## src/hw/rtl/pitch_peak_interval_merge_unit_macros.svh

```systemverilog
// Assertion macros shared by the pitch peak interval merge RTL.
`ifndef PITCH_PEAK_INTERVAL_MERGE_UNIT_MACROS_SVH
`define PITCH_PEAK_INTERVAL_MERGE_UNIT_MACROS_SVH
`ifndef SYNTHESIS
// Same-cycle implication, checked outside reset.
`define PPIM_ASSERT_IMP(name, clk, rst_n, ante, cons) \
  name: assert property (@(posedge clk) disable iff (!rst_n) (ante) |-> (cons)) \
    else $error("ppim assertion failed");
// Next-cycle implication, checked outside reset.
`define PPIM_ASSERT_NXT(name, clk, rst_n, ante, cons) \
  name: assert property (@(posedge clk) disable iff (!rst_n) (ante) |=> (cons)) \
    else $error("ppim assertion failed");
`else
`define PPIM_ASSERT_IMP(name, clk, rst_n, ante, cons)
`define PPIM_ASSERT_NXT(name, clk, rst_n, ante, cons)
`endif
`endif

```

## src/hw/rtl/ppim_pkg.sv

```systemverilog
package ppim_pkg;

  localparam int unsigned PitchW  = 16;
  localparam int unsigned VolW    = 16;
  localparam int unsigned VsumW   = 24;
  localparam int unsigned WsumW   = 40;
  localparam int unsigned DivSteps = PitchW;

  // configuration register indexes
  localparam logic [1:0] REG_MERGE_DISTANCE = 2'd0;
  localparam logic [1:0] REG_PITCH_MODE     = 2'd1;
  localparam logic [1:0] REG_VOLUME_MODE    = 2'd2;
  localparam logic [1:0] REG_VOLUME_FLOOR   = 2'd3;

  // pitch reduction modes; the unused code acts as the center
  localparam logic [1:0] PITCH_CENTER  = 2'd0;
  localparam logic [1:0] PITCH_LOUDEST = 2'd1;
  localparam logic [1:0] PITCH_MEAN    = 2'd2;

  localparam logic VOLUME_MAX = 1'b0;
  localparam logic VOLUME_SUM = 1'b1;

  localparam logic [15:0] RESET_MERGE_DISTANCE = 16'd1536;
  localparam logic [1:0]  RESET_PITCH_MODE     = PITCH_CENTER;
  localparam logic        RESET_VOLUME_MODE    = VOLUME_SUM;
  localparam logic [23:0] RESET_VOLUME_FLOOR   = 24'd0;

  typedef struct packed {
    logic              start;
    logic [WsumW-1:0]  dividend;
    logic [VsumW-1:0]  divisor;
  } div_req_t;

  typedef struct packed {
    logic              done;
    logic [PitchW-1:0] quotient;
  } div_rsp_t;

endpackage

```

## src/hw/rtl/pitch_peak_interval_merge_unit.sv

```systemverilog
// Pitch peak interval merge.
// Input channel: one peak per transaction (pitch Q7.9, volume Q1.15, frame_last),
// accepted when in_valid_i is high and in_stall_o is low. Peaks of a frame
// arrive sorted by pitch; peaks share one interval while its spread stays within merge_distance.
// Output channel: reduced intervals (pitch, volume, has_pitch, frame_end),
// taken when out_valid_o is high and out_stall_i is low; at most two per peak.
// A peak that merges into the open interval passes through CHECK, one that opens an
// interval through CHECK and OPEN. Closing an interval adds REDUCE and LOAD, with
// the serial divider (ST_DIV) between them in the weighted mean mode, and a frame's
// last peak that also splits an interval closes two intervals.
// The divider produces one quotient bit per cycle.
// The input stalls (in_stall_o high) while a peak is in work. A finished result
// moves to an output register, so the next peak is accepted while it waits; a
// further result that finds the register full holds the block until it drains.
// Results stay stable while out_stall_i is high.
// Configuration is a plain write port (cfg_we_i, cfg_index_i, cfg_wdata_i); the user
// writes it only while the block is idle, which the block itself does not enforce.
// Reset restores the register defaults and closes any open interval.
module pitch_peak_interval_merge_unit (
  input  logic        clk_i,
  input  logic        rst_ni,
  input  logic        cfg_we_i,
  input  logic [1:0]  cfg_index_i,
  input  logic [23:0] cfg_wdata_i,
  input  logic        in_valid_i,
  output logic        in_stall_o,
  input  logic [15:0] peak_pitch_i,
  input  logic [15:0] peak_volume_i,
  input  logic        frame_last_i,
  output logic        out_valid_o,
  input  logic        out_stall_i,
  output logic [15:0] out_pitch_o,
  output logic [23:0] out_volume_o,
  output logic        has_pitch_o,
  output logic        frame_end_o
);

`include "pitch_peak_interval_merge_unit_macros.svh"

  localparam logic [2:0] ST_IDLE   = 3'd0;
  localparam logic [2:0] ST_CHECK  = 3'd1;
  localparam logic [2:0] ST_REDUCE = 3'd2;
  localparam logic [2:0] ST_DIV    = 3'd3;
  localparam logic [2:0] ST_LOAD   = 3'd4;
  localparam logic [2:0] ST_OPEN   = 3'd5;

  localparam int unsigned PW = ppim_pkg::PitchW;
  localparam int unsigned VW = ppim_pkg::VolW;
  localparam int unsigned SW = ppim_pkg::VsumW;
  localparam int unsigned WW = ppim_pkg::WsumW;

  logic [2:0]    state_q, state_d;

  logic [15:0]   merge_distance_q;
  logic [1:0]    pitch_mode_q;
  logic          volume_mode_q;
  logic [23:0]   volume_floor_q;

  logic [PW-1:0]    peak_pitch_q;
  logic [VW-1:0]    peak_volume_q;
  logic             last_q;
  logic [PW+VW-1:0] prod_q;

  logic          open_q, open_d;
  logic [PW-1:0] low_q, low_d;
  logic [PW-1:0] high_q, high_d;
  logic [PW-1:0] loud_pitch_q, loud_pitch_d;
  logic [VW-1:0] loud_vol_q, loud_vol_d;
  logic [SW-1:0] vsum_q, vsum_d;
  logic [WW-1:0] wsum_q, wsum_d;

  logic          end_q, end_d;
  logic          keep_q, keep_d;
  logic [PW-1:0] red_pitch_q, red_pitch_d;
  logic [SW-1:0] red_vol_q, red_vol_d;

  logic          out_valid_q;
  logic [PW-1:0] out_pitch_q;
  logic [SW-1:0] out_vol_q;
  logic          out_has_q;
  logic          out_end_q;

  logic          in_accept;
  logic          out_take;
  logic          slot_free;
  logic          out_load;

  logic [PW-1:0] lo_c, hi_c, spread;
  logic [SW:0]   vsum_add;
  logic [WW:0]   wsum_add;
  logic [SW-1:0] vol_c;
  logic [PW:0]   center;

  ppim_pkg::div_req_t div_req;
  ppim_pkg::div_rsp_t div_rsp;

  assign in_accept = in_valid_i && !in_stall_o;
  assign out_take  = out_valid_q && !out_stall_i;
  assign slot_free = !out_valid_q || !out_stall_i;
  assign in_stall_o = state_q != ST_IDLE;

  // configuration
  always_ff @(posedge clk_i or negedge rst_ni) begin
    if (!rst_ni) begin
      merge_distance_q <= ppim_pkg::RESET_MERGE_DISTANCE;
      pitch_mode_q     <= ppim_pkg::RESET_PITCH_MODE;
      volume_mode_q    <= ppim_pkg::RESET_VOLUME_MODE;
      volume_floor_q   <= ppim_pkg::RESET_VOLUME_FLOOR;
    end else if (cfg_we_i) begin
      case (cfg_index_i)
        ppim_pkg::REG_MERGE_DISTANCE: merge_distance_q <= cfg_wdata_i[15:0];
        ppim_pkg::REG_PITCH_MODE:     pitch_mode_q     <= cfg_wdata_i[1:0];
        ppim_pkg::REG_VOLUME_MODE:    volume_mode_q    <= cfg_wdata_i[0];
        ppim_pkg::REG_VOLUME_FLOOR:   volume_floor_q   <= cfg_wdata_i[23:0];
        default: ;
      endcase
    end
  end

  // capture the peak and its pitch-volume product
  always_ff @(posedge clk_i) begin
    if (in_accept) begin
      peak_pitch_q  <= peak_pitch_i;
      peak_volume_q <= peak_volume_i;
      last_q        <= frame_last_i;
      prod_q        <= peak_pitch_i * peak_volume_i;
    end
  end

  assign lo_c     = (low_q < peak_pitch_q) ? low_q : peak_pitch_q;
  assign hi_c     = (high_q > peak_pitch_q) ? high_q : peak_pitch_q;
  assign spread   = hi_c - lo_c;
  assign vsum_add = {1'b0, vsum_q} + {(SW + 1 - VW)'(0), peak_volume_q};
  assign wsum_add = {1'b0, wsum_q} + {(WW + 1 - PW - VW)'(0), prod_q};
  assign vol_c    = (volume_mode_q == ppim_pkg::VOLUME_SUM) ? vsum_q
                                                            : {(SW - VW)'(0), loud_vol_q};
  assign center   = ({1'b0, low_q} + {1'b0, high_q}) >> 1;

  always_comb begin
    state_d      = state_q;
    open_d       = open_q;
    low_d        = low_q;
    high_d       = high_q;
    loud_pitch_d = loud_pitch_q;
    loud_vol_d   = loud_vol_q;
    vsum_d       = vsum_q;
    wsum_d       = wsum_q;
    end_d        = end_q;
    keep_d       = keep_q;
    red_pitch_d  = red_pitch_q;
    red_vol_d    = red_vol_q;
    div_req.start    = 1'b0;
    div_req.dividend = wsum_q;
    div_req.divisor  = vsum_q;
    out_load     = 1'b0;
    case (state_q)
      ST_IDLE: begin
        if (in_accept) begin
          state_d = ST_CHECK;
        end
      end
      ST_CHECK: begin
        if (open_q && (spread > merge_distance_q)) begin
          end_d   = 1'b0;
          state_d = ST_REDUCE;
        end else begin
          if (open_q) begin
            low_d  = lo_c;
            high_d = hi_c;
            vsum_d = vsum_add[SW] ? '1 : vsum_add[SW-1:0];
            wsum_d = wsum_add[WW] ? '1 : wsum_add[WW-1:0];
            if (loud_vol_q < peak_volume_q) begin
              loud_vol_d   = peak_volume_q;
              loud_pitch_d = peak_pitch_q;
            end
            state_d = last_q ? ST_REDUCE : ST_IDLE;
            end_d   = last_q;
          end else begin
            state_d = ST_OPEN;
          end
        end
      end
      ST_OPEN: begin
        open_d       = 1'b1;
        low_d        = peak_pitch_q;
        high_d       = peak_pitch_q;
        loud_pitch_d = peak_pitch_q;
        loud_vol_d   = peak_volume_q;
        vsum_d       = {(SW - VW)'(0), peak_volume_q};
        wsum_d       = {(WW - PW - VW)'(0), prod_q};
        end_d        = last_q;
        state_d      = last_q ? ST_REDUCE : ST_IDLE;
      end
      ST_REDUCE: begin
        open_d    = 1'b0;
        red_vol_d = vol_c;
        keep_d    = vol_c >= volume_floor_q;
        state_d   = ST_LOAD;
        case (pitch_mode_q)
          ppim_pkg::PITCH_LOUDEST: red_pitch_d = loud_pitch_q;
          ppim_pkg::PITCH_MEAN: begin
            if (vsum_q == '0) begin
              red_pitch_d = low_q;
            end else begin
              div_req.start = 1'b1;
              state_d       = ST_DIV;
            end
          end
          default: red_pitch_d = center[PW-1:0];
        endcase
      end
      ST_DIV: begin
        if (div_rsp.done) begin
          red_pitch_d = div_rsp.quotient;
          state_d     = ST_LOAD;
        end
      end
      ST_LOAD: begin
        if (!keep_q && !end_q) begin
          // drop a quiet interval closed by the spread rule
          state_d = ST_OPEN;
        end else if (slot_free) begin
          out_load = 1'b1;
          state_d  = end_q ? ST_IDLE : ST_OPEN;
        end
      end
      default: state_d = ST_IDLE;
    endcase
  end

  always_ff @(posedge clk_i or negedge rst_ni) begin
    if (!rst_ni) begin
      state_q      <= ST_IDLE;
      open_q       <= 1'b0;
      low_q        <= '0;
      high_q       <= '0;
      loud_pitch_q <= '0;
      loud_vol_q   <= '0;
      vsum_q       <= '0;
      wsum_q       <= '0;
      end_q        <= 1'b0;
      keep_q       <= 1'b0;
      out_valid_q  <= 1'b0;
    end else begin
      state_q      <= state_d;
      open_q       <= open_d;
      low_q        <= low_d;
      high_q       <= high_d;
      loud_pitch_q <= loud_pitch_d;
      loud_vol_q   <= loud_vol_d;
      vsum_q       <= vsum_d;
      wsum_q       <= wsum_d;
      end_q        <= end_d;
      keep_q       <= keep_d;
      if (out_load) begin
        out_valid_q <= 1'b1;
      end else if (out_take) begin
        out_valid_q <= 1'b0;
      end
    end
  end

  always_ff @(posedge clk_i) begin
    red_pitch_q <= red_pitch_d;
    red_vol_q   <= red_vol_d;
    if (out_load) begin
      out_end_q <= end_q;
      out_has_q <= keep_q;
      // an end marker for a dropped flush carries no pitch and no volume
      out_pitch_q <= keep_q ? red_pitch_q : '0;
      out_vol_q   <= keep_q ? red_vol_q : '0;
    end
  end

  ppim_div u_div (
    .clk_i  (clk_i),
    .rst_ni (rst_ni),
    .req_i  (div_req),
    .rsp_o  (div_rsp)
  );

  assign out_valid_o  = out_valid_q;
  assign out_pitch_o  = out_pitch_q;
  assign out_volume_o = out_vol_q;
  assign has_pitch_o  = out_has_q;
  assign frame_end_o  = out_end_q;

  `PPIM_ASSERT_IMP(a_div_done_in_div, clk_i, rst_ni, div_rsp.done, state_q == ST_DIV)
  `PPIM_ASSERT_NXT(a_out_held, clk_i, rst_ni, out_valid_o && out_stall_i, out_valid_o)
  `PPIM_ASSERT_NXT(a_flush_closes, clk_i, rst_ni, out_load && end_q, !open_q)
  `PPIM_ASSERT_IMP(a_marker_empty, clk_i, rst_ni, out_valid_o && !has_pitch_o,
                   frame_end_o && (out_pitch_o == '0) && (out_volume_o == '0))

endmodule

```

## src/hw/rtl/ppim_div.sv

```systemverilog
// Restoring divider, one quotient bit per cycle, quotient saturated to 16 bits.
module ppim_div (
  input  logic               clk_i,
  input  logic               rst_ni,
  input  ppim_pkg::div_req_t req_i,
  output ppim_pkg::div_rsp_t rsp_o
);

  localparam int unsigned CntW = $clog2(ppim_pkg::DivSteps);

  logic                           busy_q, busy_d;
  logic                           done_q, done_d;
  logic [CntW-1:0]                cnt_q, cnt_d;
  logic [ppim_pkg::VsumW-1:0]     rem_q, rem_d;
  logic [ppim_pkg::PitchW-1:0]    quo_q, quo_d;
  logic [ppim_pkg::VsumW:0]       trial;
  logic [ppim_pkg::VsumW:0]       diff;
  logic                           sat;

  // quotient overflows 16 bits exactly when the upper dividend bits reach the divisor
  assign sat   = req_i.dividend[ppim_pkg::WsumW-1:ppim_pkg::PitchW] >= req_i.divisor;
  assign trial = {rem_q, quo_q[ppim_pkg::PitchW-1]};
  assign diff  = trial - {1'b0, req_i.divisor};

  always_comb begin
    busy_d = busy_q;
    done_d = 1'b0;
    cnt_d  = cnt_q;
    rem_d  = rem_q;
    quo_d  = quo_q;
    if (req_i.start) begin
      cnt_d = '0;
      rem_d = req_i.dividend[ppim_pkg::WsumW-1:ppim_pkg::PitchW];
      if (sat) begin
        quo_d  = '1;
        done_d = 1'b1;
        busy_d = 1'b0;
      end else begin
        quo_d  = req_i.dividend[ppim_pkg::PitchW-1:0];
        busy_d = 1'b1;
      end
    end else if (busy_q) begin
      // shift dividend bits out the top, quotient bits in at the bottom
      if (trial >= {1'b0, req_i.divisor}) begin
        rem_d = diff[ppim_pkg::VsumW-1:0];
        quo_d = {quo_q[ppim_pkg::PitchW-2:0], 1'b1};
      end else begin
        rem_d = trial[ppim_pkg::VsumW-1:0];
        quo_d = {quo_q[ppim_pkg::PitchW-2:0], 1'b0};
      end
      cnt_d = cnt_q + 1'b1;
      if (cnt_q == CntW'(ppim_pkg::DivSteps - 1)) begin
        busy_d = 1'b0;
        done_d = 1'b1;
      end
    end
  end

  always_ff @(posedge clk_i or negedge rst_ni) begin
    if (!rst_ni) begin
      busy_q <= 1'b0;
      done_q <= 1'b0;
      cnt_q  <= '0;
    end else begin
      busy_q <= busy_d;
      done_q <= done_d;
      cnt_q  <= cnt_d;
    end
  end

  always_ff @(posedge clk_i) begin
    rem_q <= rem_d;
    quo_q <= quo_d;
  end

  assign rsp_o.done     = done_q;
  assign rsp_o.quotient = quo_q;

endmodule

```

## config.mk

```make
export PLATFORM = sky130hd
export DESIGN_NAME = pitch_peak_interval_merge_unit
export DESIGN_NICKNAME = d
export VERILOG_FILES = /design/src/hw/rtl/ppim_pkg.sv /design/src/hw/rtl/pitch_peak_interval_merge_unit.sv /design/src/hw/rtl/ppim_div.sv
export VERILOG_INCLUDE_DIRS = /design/src /design/src/hw/rtl
export SDC_FILE = /design/constraint.sdc
export NUM_CORES = 2
export LEC_CHECK = 0
export ABC_AREA = 1
export BUFFER_PORTS_ARGS = -buffer_cell sky130_fd_sc_hd__buf_4
export CAP_MARGIN = 20
export CORE_MARGIN = 2
export CORE_UTILIZATION = 58
export DETAILED_ROUTE_END_ITERATION = 8
export PLACE_DENSITY = 0.78
export SYNTH_ARGS = -nofsm -noshare
export SYNTH_HDL_FRONTEND = slang
export SYNTH_HIERARCHICAL = 1
export SYNTH_SLANG_ARGS = --single-unit
```

## constraint.sdc

```tcl
create_clock -name clk_i -period 4.9 [get_ports clk_i]
set_clock_uncertainty 0.05 [all_clocks]
set_input_delay 0.735 -clock clk_i [delete_from_list [all_inputs] [get_ports clk_i]]
set_output_delay 0.735 -clock clk_i [all_outputs]
set_load 0.02 [all_outputs]
```

==> results by group <==
Drt
  – Post-route ant nets: 0
  – Initial DRC count: 4,245
  – Residual DRC: 1
  – Vias per Instance: 6.14
  – Via Count: between 30,000 and 40,000
  – WL per Instance: 22.4 µm
  – DRT Wirelength: roughly 130,000 µm
  – First-pass iteration count of the detailed router: 9

Clocking
  – Clock H-tree levels: 2
  – Cts bufs inserted: between 40 and 50
  – Cts hold-fix bufs: 0
  – Root Driver: clkbuf_16
  – CTS tree: built
  – Clock Sinks: 371
  – Worst-skew pair later-pin latency: 0.61 ns
  – Clock transition at path regs: 0.07 ns
  – CTS Buffer Depth: 3

Finish
  – Core Util, Final: 0.761
  – Fill cells: around 3,600
  – Final nets: 5,365
  – Layout area overhead: 30.2%
  – Fraction of layout cells with a size suffix above 1: 0.247

Logic synthesis
  – Syn Inst Count: 4,337
  – Ranking of synthesized cells by area: edfxtp_1 (17%), dfrtp_1 (13%), nand2_1 (13%)
  – Yosys cell types: 64
  – Number of synthesized flops with an enable pin: 187
  – Seq cells post-synth: 371
  – Syn Std Cell Area: 0.0336 mm²
  – Synthesized area per cell: 7.75 µm²
  – Top_reg_cell synth: edfxtp_1
  – Syn Nets: 4,916
  – Asr flop ratio synth: 0.496
  – Leading area contributor after synthesis: edfxtp_1
  – Yosys Warn Count: 6
  – Synth top area share: 0.167
  – Sequential-to-total area share from yosys stat: 0.304

Worst setup path
  – Slowest CP cell: edfxtp_1
  – WS Path Type: reg2reg
  – Crit Path Max Fanout: 8
  – Worst path top cell family by delay: simple AND/OR/NAND/NOR gates
  – Crit start category: flip-flop
  – Critical Path Sink Type: flip-flop
  – WP buf/inv: 8
  – Crit path arrival time: 6.22 ns
  – CP Data Required Time: 5.34 ns
  – Slowest stage delay, CP: 0.47 ns

Floorplanning
  – Number of core rows: 88
  – Ports: approximately 110
  – Die area: around 0.060 mm²
  – Core footprint: 0.0575 mm²
  – Die Wd: roughly 240 µm
  – Height of the die: 245 µm
  – Starting Density: 0.585

Timing
  – Slew headroom: 0.269
  – Slew Limit Fails: 0
  – Final hold vios: 0
  – Worst Slack Setup Final: -0.888 ns
  – Setup repair after global routing missed its margin: true
  – Min Tclk post-route: 5.79 ns
  – Worst-margin pin slew: between 1 and 1.5 ns
  – Setup violations, final: 149
  – Max Freq: about 170 MHz
  – Fin crit share: 1.18

Global routing
  – Antenna violations before repair: 5
  – GR Util All Layers: 0.370
  – GRT Residual Overflow: 0
  – Largest net degree at the start of global routing: 86
  – Vias in the first global route: 32,800
  – First-pass GRT wire length: 173,000 µm

Run status
  – Outcome: finished with violations
  – Violated checks: DRC, setup timing

Placed design
  – Port-buffer cells: ~110
  – GPL Wtd Cong: 0.978
  – Post-DP HPWL: 76,900 µm

Worst hold path
  – Worst hold-check path type: in2async

Job
  – Max_cap viols: 0
-- final timing paths --
check	start	endpoint	slack [ns]	cells past startpoint
worst max-delay path	peak_pitch_q[3]$_DFFE_PP_	low_q[3]$_DFFE_PN0P_	-0.89	35
worst min-delay path	rst_ni	vsum_q[17]$_DFFE_PN0P_	0.14	1
worst max register to register	peak_pitch_q[3]$_DFFE_PP_	low_q[3]$_DFFE_PN0P_	-0.89	35
worst min register to register	merge_distance_q[1]$_DFFE_PN0P_	merge_distance_q[1]$_DFFE_PN0P_	0.44	2
max in group asynchronous	rst_ni	loud_vol_q[13]$_DFFE_PN0P_	3.39	2
min in group clk_i	frame_last_i	last_q$_DFFE_PP_	0.33	1
-- flip-flops by register name (all words and copies together) (netlist names), 24 cells and up --
| signal | count |
|---|---|
| wsum_q | 40 |
| prod_q | 32 |
| out_volume_o | 24 |
| red_vol_q | 24 |
| u_div/rem_q | 24 |
| volume_floor_q | 24 |
| vsum_q | 24 |
-- cell families (layout without fill, tap and decap cells) --
| logic type | Yosys count | in the layout | synth area share |
|---|---|---|---|
| buf+inv | 957 | 1438 | 0.109 |
| flops | 371 | 371 | 0.304 |
| other cells | 0 | 3 | 0 |
| xor+xnor | 101 | 101 | 0.0263 |
| fa+ha+maj | 515 | 515 | 0.236 |
| simple gates | 1721 | 1722 | 0.213 |
| compound gates | 672 | 672 | 0.111 |
-- per-stage QoR --
stage	worst slack [ns]	instances	hold WS (ns)	TNS, ns	cell area [µm²]
after global placement	-0.913	5377	0.416	-95.73	37800
after CTS	-0.283	5540	0.177	-17.60	42000
final	-0.888	5587	0.138	-101.58	43800
after global routing	-0.888	5584	0.206	-104.09	43700
after detailed placement	-1.00	5377	0.423	-106.96	37800
after floorplan	-0.719	4337	0.373	-9.79	34500
-- layout make-up --
| type | instances | area (µm²) | share of cell area |
|---|---|---|---|
| Timing Repair inverter | 1 | 30.0 | 0.000686 |
| Tap cell | 765 | 957 | 0.0219 |
| Inverter | 798 | 3010 | 0.0689 |
| Clock inverter | 22 | 273 | 0.00623 |
| Clock buffer | 55 | 1130 | 0.0259 |
| Timing Repair Buffer | 562 | 5630 | 0.129 |
| Multi-Input combinational cell | 3010 | 22500 | 0.514 |
| Sequential cell | 371 | 10200 | 0.234 |
| Antenna cell | 3 | 7.51 | 0.000172 |
-- layout by cell type (no fill, tap or decap), drive strengths merged, types with 5 or more instances in the layout --
cell	synthesis	final
a31oi	15	15
xor2	58	58
a21o	10	10
o21ai	298	298
xnor2	43	43
o21bai	7	7
ha	317	317
nor2	204	204
nor3	54	54
edfxtp	187	187
o21a	18	18
bufinv	0	6
nor4	12	12
dfrtp	181	181
clkbuf	127	58
a21boi	8	8
or2	6	6
a211oi	5	5
nand4	41	41
fa	198	198
o211ai	15	15
a22oi	6	6
nand3	153	153
inv	796	800
a21oi	254	254
clkinv	2	14
o31ai	5	5
nand2	1222	1223
nand3b	26	26
buf	32	559
o221ai	6	6
o22ai	11	11
-- repair_timing --
action,CTS,global route
buffers inserted,65,60
resized for setup,489,366
pin swaps,133,168
cloned,25,2
endpoints found under the setup margin,149,150
-- cell usage after synthesis (all sizes together), types with 2 or more instances --
cell,count
o21a,18
nor2,204
nand2,1222
dfstp,3
a22oi,6
xnor2,43
o22ai,11
a21boi,8
nand3b,26
clkbuf,127
dfrtp,181
a211oi,5
o31ai,5
fa,198
and2,2
edfxtp,187
a221oi,2
a2111oi,3
o211ai,15
or2,6
nor4,12
nor3,54
o21bai,7
a21oi,254
xor2,58
nand4,41
clkinv,2
inv,796
ha,317
o221ai,6
o311ai,3
o21ai,298
a31oi,15
nand3,153
a21o,10
buf,32
-- layer usage --
metal,part of all wire,track usage,wire (µm)
met3,0.12,0.0781,15400
met5,0.00029,0,36
met1,0.33,0.437,41700
met2,0.45,0.613,56800
met4,0.091,0.239,11400
Power is not shown: default switching activity piles up to over one toggle a cycle in this logic, so the estimate is an artifact.
